File: config.mk
export PLATFORM = sky130hd
export DESIGN_NAME = tcw_seq
export DESIGN_NICKNAME = d
export VERILOG_FILES = /design/src/tcw_pkg.sv /design/src/tcw_seq.sv
export SDC_FILE = /design/constraint.sdc
export NUM_CORES = 1
export LEC_CHECK = 0
export ABC_AREA = 1
export ABC_CLOCK_PERIOD_IN_PS = 2900
export BUFFER_PORTS_ARGS = -buffer_cell sky130_fd_sc_hd__buf_4
export CORE_ASPECT_RATIO = 0.9
export CORE_MARGIN = 2
export CORE_UTILIZATION = 54
export DETAILED_ROUTE_END_ITERATION = 10
export HOLD_SLACK_MARGIN = 0.06
export PLACE_DENSITY = 0.82
export SYNTH_ARGS = -nofsm -noshare
export SYNTH_HDL_FRONTEND = slang
export SYNTH_SLANG_ARGS = --single-unit
File: constraint.sdc
create_clock -name clk -period 2.9 [get_ports clk]
set_input_delay 0 -clock clk [delete_from_list [all_inputs] [get_ports clk]]
set_output_delay 0 -clock clk [all_outputs]
set_load 0.01 [all_outputs]
File: src/tcw_pkg.sv
// tcw_pkg: shared types and constants for the text console writer.
// Holds the cell layout, operation codes and register indexes.
// No dependencies.
`timescale 1ns / 1ps

package tcw_pkg;

    localparam logic [7:0] SPACE_CODE    = 8'd32;
    localparam logic [7:0] NEWLINE_CODE  = 8'd10;
    localparam logic [7:0] DEFAULT_COLOR = 8'd14;

    typedef enum logic [1:0] {
        OP_PUT   = 2'd0,
        OP_SET   = 2'd1,
        OP_CLEAR = 2'd2,
        OP_READ  = 2'd3
    } op_t;

    localparam logic REG_TEXT_COLOR    = 1'b0;
    localparam logic REG_SCROLL_ENABLE = 1'b1;

    // One screen cell: character code and colour code.
    typedef struct packed {
        logic [7:0] ch;
        logic [7:0] color;
    } cell_t;

endpackage

File: src/tcw_seq.sv
// tcw_seq: sequencer, cursor state and shared address adder of the console.
// Drives the screen store for put, clear, scroll, read and the reset sweep.
// Depends on tcw_pkg.
`timescale 1ns / 1ps

module tcw_seq
    import tcw_pkg::*;
#(
    parameter int SCREEN_WIDTH  = 40,
    parameter int SCREEN_HEIGHT = 25,
    parameter int COL_W         = 6,
    parameter int ROW_W         = 5,
    parameter int ADDR_W        = 10
)
(
    input  logic              clk,
    input  logic              rst_n,
    input  logic              in_valid,
    output logic              in_stall,
    input  logic [1:0]        op,
    input  logic [7:0]        char_code,
    input  logic [7:0]        col,
    input  logic [7:0]        row,
    input  logic [7:0]        text_color,
    input  logic              scroll_enable,
    output logic              res_valid,
    input  logic              res_ready,
    output logic [COL_W-1:0]  res_cursor_col,
    output logic [ROW_W-1:0]  res_cursor_row,
    output cell_t             res_cell,
    output logic              wr_en,
    output logic [ADDR_W-1:0] wr_addr,
    output cell_t             wr_cell,
    output logic              rd_en,
    output logic [ADDR_W-1:0] rd_addr,
    input  cell_t             rd_cell
);

    localparam int CELLS = SCREEN_WIDTH * SCREEN_HEIGHT;
    localparam logic [ADDR_W-1:0] W_A        = ADDR_W'(SCREEN_WIDTH);
    localparam logic [ADDR_W-1:0] LAST_ADDR  = ADDR_W'(CELLS - 1);
    localparam logic [ADDR_W-1:0] COPY_END   = ADDR_W'(CELLS - SCREEN_WIDTH);
    localparam logic [ROW_W-1:0]  LAST_ROW   = ROW_W'(SCREEN_HEIGHT - 1);

    typedef enum logic [5:0] {
        ST_INIT   = 6'b000001,
        ST_IDLE   = 6'b000010,
        ST_READ   = 6'b000100,
        ST_SCROLL = 6'b001000,
        ST_FILL   = 6'b010000,
        ST_DONE   = 6'b100000
    } state_t;

    state_t            state_reg, state_next;
    logic [ADDR_W-1:0] cnt_reg, cnt_next;
    logic              pend_reg, pend_next;
    logic [ADDR_W-1:0] pend_addr_reg, pend_addr_next;
    logic [COL_W-1:0]  cur_col_reg, cur_col_next;
    logic [ROW_W-1:0]  cur_row_reg, cur_row_next;
    cell_t             res_cell_reg, res_cell_next;

    logic              accept;
    logic [ROW_W-1:0]  mul_row;
    logic [ADDR_W-1:0] mul_col;
    logic [ADDR_W-1:0] opa;
    logic [ADDR_W-1:0] opb;
    logic [ADDR_W-1:0] sum;
    logic [COL_W:0]    col_inc;
    logic [ROW_W:0]    row_inc;
    logic              col_ok;
    logic              row_ok;

    assign accept   = in_valid && (state_reg == ST_IDLE);
    assign in_stall = (state_reg != ST_IDLE);

    assign col_ok = (col < 8'(SCREEN_WIDTH));
    assign row_ok = (row < 8'(SCREEN_HEIGHT));

    // Shared address adder: cell address row * width + col in idle,
    // copy source cnt + width while scrolling.
    assign mul_row = (op == OP_READ) ? row[ROW_W-1:0] : cur_row_reg;
    assign mul_col = (op == OP_READ) ? ADDR_W'(col) : ADDR_W'(cur_col_reg);
    assign opa = (state_reg == ST_IDLE) ? ADDR_W'(ADDR_W'(mul_row) * W_A) : cnt_reg;
    assign opb = (state_reg == ST_IDLE) ? mul_col : W_A;
    assign sum = opa + opb;

    assign col_inc = {1'b0, cur_col_reg} + (COL_W+1)'(1);
    assign row_inc = {1'b0, cur_row_reg} + (ROW_W+1)'(1);

    always_comb
    begin
        state_next     = state_reg;
        cnt_next       = cnt_reg;
        pend_next      = 1'b0;
        pend_addr_next = pend_addr_reg;
        cur_col_next   = cur_col_reg;
        cur_row_next   = cur_row_reg;
        res_cell_next  = res_cell_reg;
        wr_en          = 1'b0;
        wr_addr        = cnt_reg;
        wr_cell        = '{ch: SPACE_CODE, color: text_color};
        rd_en          = 1'b0;
        rd_addr        = sum;

        // Pending scroll copy: read data from the previous cycle lands here.
        if (pend_reg)
        begin
            wr_en   = 1'b1;
            wr_addr = pend_addr_reg;
            wr_cell = rd_cell;
        end

        unique case (state_reg)
            ST_INIT:
            begin
                wr_en   = 1'b1;
                wr_addr = cnt_reg;
                wr_cell = '{ch: SPACE_CODE, color: DEFAULT_COLOR};
                if (cnt_reg == LAST_ADDR)
                begin
                    cnt_next   = '0;
                    state_next = ST_IDLE;
                end
                else
                begin
                    cnt_next = cnt_reg + ADDR_W'(1);
                end
            end
            ST_IDLE:
            begin
                if (accept)
                begin
                    res_cell_next = '0;
                    state_next    = ST_DONE;
                    unique case (op)
                        OP_PUT:
                        begin
                            if (char_code != NEWLINE_CODE)
                            begin
                                wr_en   = 1'b1;
                                wr_addr = sum;
                                wr_cell = '{ch: char_code, color: text_color};
                            end
                            if ((char_code == NEWLINE_CODE) ||
                                (col_inc >= (COL_W+1)'(SCREEN_WIDTH)))
                            begin
                                cur_col_next = '0;
                                if (row_inc >= (ROW_W+1)'(SCREEN_HEIGHT))
                                begin
                                    if (scroll_enable)
                                    begin
                                        cur_row_next = LAST_ROW;
                                        cnt_next     = '0;
                                        state_next   = ST_SCROLL;
                                    end
                                    else
                                    begin
                                        cur_row_next = '0;
                                    end
                                end
                                else
                                begin
                                    cur_row_next = row_inc[ROW_W-1:0];
                                end
                            end
                            else
                            begin
                                cur_col_next = col_inc[COL_W-1:0];
                            end
                        end
                        OP_SET:
                        begin
                            cur_col_next = col_ok ? col[COL_W-1:0] : '0;
                            cur_row_next = row_ok ? row[ROW_W-1:0] : '0;
                        end
                        OP_CLEAR:
                        begin
                            cur_col_next = '0;
                            cur_row_next = '0;
                            cnt_next     = '0;
                            state_next   = ST_FILL;
                        end
                        OP_READ:
                        begin
                            if (col_ok && row_ok)
                            begin
                                rd_en      = 1'b1;
                                state_next = ST_READ;
                            end
                        end
                        default:
                        begin
                            state_next = ST_DONE;
                        end
                    endcase
                end
            end
            ST_READ:
            begin
                res_cell_next = rd_cell;
                state_next    = ST_DONE;
            end
            ST_SCROLL:
            begin
                // Move each cell up one row, reading it in the cycle before its write.
                if (cnt_reg != COPY_END)
                begin
                    rd_en          = 1'b1;
                    pend_next      = 1'b1;
                    pend_addr_next = cnt_reg;
                    cnt_next       = cnt_reg + ADDR_W'(1);
                end
                else
                begin
                    state_next = ST_FILL;
                end
            end
            ST_FILL:
            begin
                wr_en   = 1'b1;
                wr_addr = cnt_reg;
                wr_cell = '{ch: SPACE_CODE, color: text_color};
                if (cnt_reg == LAST_ADDR)
                begin
                    cnt_next   = '0;
                    state_next = ST_DONE;
                end
                else
                begin
                    cnt_next = cnt_reg + ADDR_W'(1);
                end
            end
            ST_DONE:
            begin
                if (res_ready)
                begin
                    state_next = ST_IDLE;
                end
            end
            default:
            begin
                state_next = ST_IDLE;
            end
        endcase
    end

    always_ff @(posedge clk or negedge rst_n)
    begin
        if (!rst_n)
        begin
            state_reg   <= ST_INIT;
            cnt_reg     <= '0;
            pend_reg    <= 1'b0;
            cur_col_reg <= '0;
            cur_row_reg <= '0;
        end
        else
        begin
            state_reg   <= state_next;
            cnt_reg     <= cnt_next;
            pend_reg    <= pend_next;
            cur_col_reg <= cur_col_next;
            cur_row_reg <= cur_row_next;
        end
    end

    always_ff @(posedge clk)
    begin
        pend_addr_reg <= pend_addr_next;
        res_cell_reg  <= res_cell_next;
    end

    assign res_valid      = (state_reg == ST_DONE);
    assign res_cursor_col = cur_col_reg;
    assign res_cursor_row = cur_row_reg;
    assign res_cell       = res_cell_reg;

endmodule

## Word level (Yosys, flattened, before mapping)

Index checks and enable logic that the tools add are counted.

- Bits in registers: 54
- Latch bits: 0
- RAM bits: 0
- Bits in read-only memories: 0
- Bits of input ports: 55
- Output and inout bits: 67
- Logic and storage cells: 110
- Memories: 0

- $add $sub $neg: 4
- Multiply operators: 1
- Divide/modulo/power cells: 0
- Magnitude comparators: 4
- Equality and inequality tests: 25
- Shift operators: 0
- Mux-type cells: 54
- Bitwise logic cells: 0
- Reduce and logical (&&, ||, !) cells: 14

Operators with widths:

| kind | number |
|---|---|
| two-way mux 10 bit | 11 |
| two-way mux 16 bit | 5 |
| two-way mux 6 bit | 11 |
| case mux 16 bit (3 select lines) | 1 |
| case mux 10 bit (2 select lines) | 2 |
| case mux 6 bit (3 select lines) | 2 |
| case mux 6 bit (6 select lines) | 1 |
| case mux 16 bit (2 select lines) | 1 |
| case mux 10 bit (3 select lines) | 1 |
| two-way mux 5 bit | 5 |
| two-way mux 8 bit | 2 |
| case mux 5 bit (3 select lines) | 1 |
| != test 2 bit (second input constant) | 6 |
| adder 10 x 1 -> 10 bit (second input constant) | 1 |
| adder 10 x 8 -> 10 bit | 1 |
| == test 10 bit (second input constant) | 1 |
| != test 10 bit (second input constant) | 1 |
| two-way mux 1 bit | 9 |
| != test 3 bit (second input constant) | 3 |
| == test 8 x 4 -> 1 bit (second input constant) | 1 |
| < comparator 8 x 5 -> 1 bit (second input constant) | 1 |
| < comparator 8 x 6 -> 1 bit (second input constant) | 1 |
| != test 8 x 4 -> 1 bit (second input constant) | 1 |
| adder 6 x 1 -> 7 bit (second input constant) | 1 |
| other kinds (27) | 32 |

## Depth between registers and ports, before layout

- Depth in word-level cells: 9
- Depth in mapped cells: 18

## Worst setup path before layout

No wires, ideal clock.

- Kind: input-to-output
- Start point: input op[0]
- End point: output rd_addr[9]
- Arrival: 2.719 ns
- Data required time: 2.900 ns
- Setup slack: 0.181 ns
- Stages: 15
- Cell sequence: ha_1 > buf_2 > clkbuf_1 > o21ai_0 > ha_1 > ha_1 > fa_1 > nand2_1 > o21ai_0 > ha_1 > nand2_1 > nand2_1 > nand2_1 > or2_0 > and2_1

- Longest elaborated chain between the ends: 5

RTL lines:

| what | line | text |
|---|---|---|
| start, declared | tcw_seq.sv:20 | `input logic [1:0] op,` |
| == test 2 bit * | tcw_seq.sv:81, tcw_seq.sv:82 |  |
| two-way mux 5 bit | tcw_seq.sv:81 | `assign mul_row = (op == OP_READ) ? row[ROW_W-1:0] : cur_row_reg;` |
| multiplier 5 x 3 -> 7 bit | tcw_seq.sv:83 | `assign opa = (state_reg == ST_IDLE) ? ADDR_W'(ADDR_W'(mul_row) * W_A) : cnt_reg;` |
| two-way mux 10 bit | tcw_seq.sv:83 |  |
| adder 10 x 8 -> 10 bit * | tcw_seq.sv:85 | `assign sum = opa + opb;` |
| end, declared | tcw_seq.sv:35 | `output logic [ADDR_W-1:0] rd_addr,` |

Mark *: on every way between the ends. The rest lies on a longest branch, timed or not.

## Final worst setup path

- Start point: register cur_row_reg[3], in the netlist res_cursor_row[3]
- End point: output wr_addr[9]

- Longest elaborated chain between the ends: 8

RTL lines:

| what | line | text |
|---|---|---|
| start, declared | tcw_seq.sv:59 | `logic [ROW_W-1:0] cur_row_reg, cur_row_next;` |
| start signal, assigned | tcw_seq.sv:263 | `cur_row_reg <= cur_row_next;` |
| two-way mux 5 bit | tcw_seq.sv:81 |  |
| multiplier 5 x 3 -> 7 bit | tcw_seq.sv:83 |  |
| two-way mux 10 bit | tcw_seq.sv:83 |  |
| adder 10 x 8 -> 10 bit | tcw_seq.sv:85 |  |
| two-way mux 10 bit | tcw_seq.sv:138 | `if (char_code != NEWLINE_CODE)` |
| two-way mux 10 bit | tcw_seq.sv:135 | `unique case (op)` |
| two-way mux 10 bit | tcw_seq.sv:131 | `if (accept)` |
| case mux 10 bit (2 select lines) | tcw_seq.sv:113 | `unique case (state_reg)` |
| end, declared | tcw_seq.sv:32 | `output logic [ADDR_W-1:0] wr_addr,` |

No other way between the ends.

==> flow_summary_export.csv <==
group,metric,value,unit
run_status,result_of_the_run,"finished, violations left",
run_status,failed_checks,"negative setup slack",
layout,num-nets-final,909,
synthesis,synth_simple_gate_area_share,0.329,
cts,clock_tree_from_tritoncts,"built",
cts,clockBufferDepth,2,
sta,timing.slew.headroom,0.510,
cts,cts.reportedPaths.clkPinSlew,0.11,ns
sta,final-hold-violation-count,0,
detailed_routing,routed_via_density,5.60,
pwr,comb_power_share,0.626,
setup_path,crit_fanout,6,
pwr,power.sequential.fraction,0.254,
setup_path,rr_worst_depth,7,
global_routing,grt.overflow.total,0,
synthesis,synth.mux.area_fraction,0,
sta,fmax,341,MHz
detailed_routing,wire_per_inst,16.0,um
synthesis,synth.cell_area,4610,sq um
sta,setup_ws,-0.0345,ns
setup_path,reg2reg_to,"res_cell[0]$_SDFFCE_PN0P_",
floorplan,floorplan.die.width,101,um
setup_path,startpoint,"res_cursor_row[3]$_DFFE_PN0P_",
layout,register_area,1480,sq um
setup_path,worstSetupEndpointType,"primary output",
pwr,worst_ir_drop_vdd,0.000427,V
place,post-dp-hpwl,11000,um
detailed_routing,drt.antenna.violating_nets,0,
hold_path,min-delay-path-class,"in -> reg",
detailed_routing,detailroute.via_count,5293,
place,replace_congestion,0.936,
layout,layout.cells.most_common,"sky130_fd_sc_hd__nand2_1",
global_routing,global_route_wire_length_before_repair,24000,um
layout,multi_input_area,2690,sq um
layout,diodes,0,
pwr,total_design_power,0.00433,W
synthesis,register_bit_count_reported_by_yosys,54,
sta,finClkSkew,0.0158,ns
setup_path,setup.worst_path.class,"reg -> out",
layout,drive_above_1_share,0.241,
global_routing,antenna_found_initial,0,
detailed_routing,drt_drc_violations_left,0,
sta,unrepaired_setup_endpoints_after_global_routing,"true",
global_routing,grt_start_max_net_pins,29,
pwr,cell_internal_pwr,0.00234,W
sta,tightest_slew,0.733,ns
sta,finalSetupViolCount,3,
synthesis,dominant_combinational_cell_family_by_area_after_synthesis,"simple AND/OR/NAND/NOR gates",
detailed_routing,first_pass_iters,5,
layout,postLayoutCoreUtil,0.762,
setup_path,rr_startpoint,"state_reg[2]$_DFFE_PN0P_",
sta,timing.final.crit_share,1.01,
floorplan,floorplan.rows,31,
floorplan,design.core.area,8180,sq um
synthesis,synth-seq-area-share,0.321,
cts,cts_num_sinks,54,
synthesis,post_syn_area_per_cell,6.93,sq um
pwr,swShare,0.460,
setup_path,worst-r2r-setup-slack,0.65,ns
sta,whs,0.0978,ns
pwr,clock_power_share,0.120,
synthesis,synth.top_cells.by_area,"sky130_fd_sc_hd__edfxtp_1 17%, sky130_fd_sc_hd__dfrtp_1 15%, sky130_fd_sc_hd__nand2_1 14%",
pwr,power_leakage,3.25,nW
place,port_buffers,121,
cts,total_clock_buffers_created_by_cts,5,
synthesis,ys_warn_count,0,
layout,fillCellCount,617,
pwr,netSwitchingPower,0.00199,W
synthesis,synthesis.nets,746,
synthesis,synth_cell_type_count,49,
sta,slew_violations,0,
global_routing,via_count_of_the_first_global_routing_pass,5097,
layout,largest_register_ffs,16,
setup_path,setup.worst_path.end,"wr_addr[9]",
layout,layout_common_cells,"175 x sky130_fd_sc_hd__nand2_1, 138 x sky130_fd_sc_hd__buf_4, 97 x sky130_fd_sc_hd__inv_1, 60 x sky130_fd_sc_hd__nand3_1, 54 x sky130_fd_sc_hd__nor2_1",
floorplan,initial_core_util,0.564,
pwr,cellPowerDensity,694,nW/um^2
floorplan,die_area,9300,sq um
cts,clk_latency,0.32,ns
synthesis,post_synth_inst_count,666,
setup_path,start_kind,"flop",
detailed_routing,drt_iter0_drc,365,
setup_path,cp_data_required_time,2.90,ns
synthesis,synth_top_area_share,0.169,
layout,finalNonFillerCells,945,
layout,syn2layout_area_growth,35.1,%
run,cap_viol_max_count,0,
place,dp.cells,898,
setup_path,critical_path_at,2.93,ns
floorplan,pin_count,122,
synthesis,synth_compound_gate_area_share,0.151,
floorplan,die_h,91.7,um
global_routing,grt.total_usage,0.323,
cts,ctsRootBufferMaster,"sky130_fd_sc_hd__clkbuf_8",
detailed_routing,totalWireLength,15100,um
sta,finalSetupTns,-0.0655,ns
synthesis,post_synthesis_xor_xnor_area_fraction,0.0190,
synthesis,synth_adder_area_share,0.0694,
cts,cts.htree.levels,2,
synthesis,yosysTopAreaCell,"sky130_fd_sc_hd__edfxtp_1",
sta,post-route-min-period,2.93,ns
==> cells in the mapped netlist, drive strengths merged <==
cell and count:
o21ai 56, a22oi 5, o221ai 5, a21o 1
a31oi 1, fa 1, xnor2 3, dfrtp 27
nor4 1, buf 10, nand2 181, o21bai 1
o211ai 11, and3 1, clkbuf 8, a21oi 28
nor3 5, o22ai 6, conb 1, dfstp 1
o31ai 2, ha 24, inv 107, nor2 64
edfxtp 26, and2 3, nand3 61, or2 2
nand4 16, clkinv 1, xor2 7
==> final cells by class <==
cell class                      count  area share
Tap cell                          115      0.0231
Multi-Input combinational cell    486       0.432
Sequential cell                    54       0.238
Inverter                          108      0.0654
Clock buffer                        7      0.0122
Timing Repair Buffer              174       0.225
Clock inverter                      1     0.00482
==> metal layers <==
layer | GRT usage | part of all wire | wire, um | up-vias
met5 | 0 | 0 | 0 | -
met4 | 0.118 | 0.030 | 457 | 0
met3 | 0.0473 | 0.082 | 1240 | 52
met2 | 0.536 | 0.48 | 7230 | 292
met1 | 0.427 | 0.41 | 6180 | 2434
li1 | - | - | - | 2515
==> power by group through the flow <==
| stage | clock network, W | logic [W] | registers (W) |
|---|---|---|---|
| 2_1_floorplan | 0 | 0.00142 | 0.00114 |
| 3_3_place_gp | 0 | 0.00239 | 0.00110 |
| 4_1_cts | 0.000529 | 0.00252 | 0.00109 |
| 3_5_place_dp | 0 | 0.00242 | 0.00111 |
| 6_report | 0.000520 | 0.00271 | 0.00110 |
| 5_1_grt | 0.000551 | 0.00293 | 0.00112 |
==> timing repair <==
| item | 4_1_cts | 5_1_grt |
|---|---|---|
| buffers inserted | 3 | 5 |
| gates resized for setup | 16 | 15 |
| hold buffers | 31 | 0 |
| pin swaps | 9 | 6 |
| endpoints found under the setup margin | 5 | 8 |
| endpoints found under the hold margin | 57 | 0 |
==> how the worst min path moves through the flow <==
stage	cells after the start	start	slack, ns	endpoint
floorplan	0	rst_n	-0.30	cnt_reg[0]$_DFFE_PN0P_
global placement	1	rst_n	-0.04	res_cursor_row[2]$_DFFE_PN0P_
detailed placement	1	rst_n	-0.04	res_cursor_row[2]$_DFFE_PN0P_
CTS	3	op[0]	0.09	state_reg[2]$_DFFE_PN0P_
global route	3	op[0]	0.12	state_reg[2]$_DFFE_PN0P_
finish	3	op[0]	0.1	state_reg[2]$_DFFE_PN0P_
==> cells by family (layout without fill, tap and decap cells) <==
group | Yosys count | in the layout
buffers and inverters | 126 | 290
and+or+nand+nor | 334 | 334
AOI/OAI and AO/OA | 116 | 116
other | 1 | 1
DFF | 54 | 54
xor gates and xnor gates | 10 | 10
adders and majority gates | 25 | 25
==> per-stage QoR <==
step / area (sq um) / setup slack (ns)
floorplan: 4610 / 0.181
global placement: 5670 / 0.0428
detailed placement: 5670 / -0.00341
CTS: 6140 / -0.0565
global route: 6230 / -0.220
finish: 6230 / -0.0345
==> critical path: stages (launching register included) <==
cell,delay [ns]
sky130_fd_sc_hd__dfrtp_1,0.41
sky130_fd_sc_hd__inv_2,0.07
sky130_fd_sc_hd__o21ai_2,0.06
sky130_fd_sc_hd__ha_1,0.32
sky130_fd_sc_hd__ha_2,0.26
sky130_fd_sc_hd__nand2_1,0.06
sky130_fd_sc_hd__o21ai_0,0.09
sky130_fd_sc_hd__ha_1,0.41
sky130_fd_sc_hd__nand2_1,0.12
sky130_fd_sc_hd__o21ai_2,0.16
sky130_fd_sc_hd__nand2_1,0.07
sky130_fd_sc_hd__nand2_1,0.05
sky130_fd_sc_hd__nand2_1,0.06
sky130_fd_sc_hd__or2_1,0.22
sky130_fd_sc_hd__nand3_1,0.08
sky130_fd_sc_hd__nand2_1,0.06
sky130_fd_sc_hd__buf_6,0.12
Note: power is estimated with default switching activity, not from simulation.
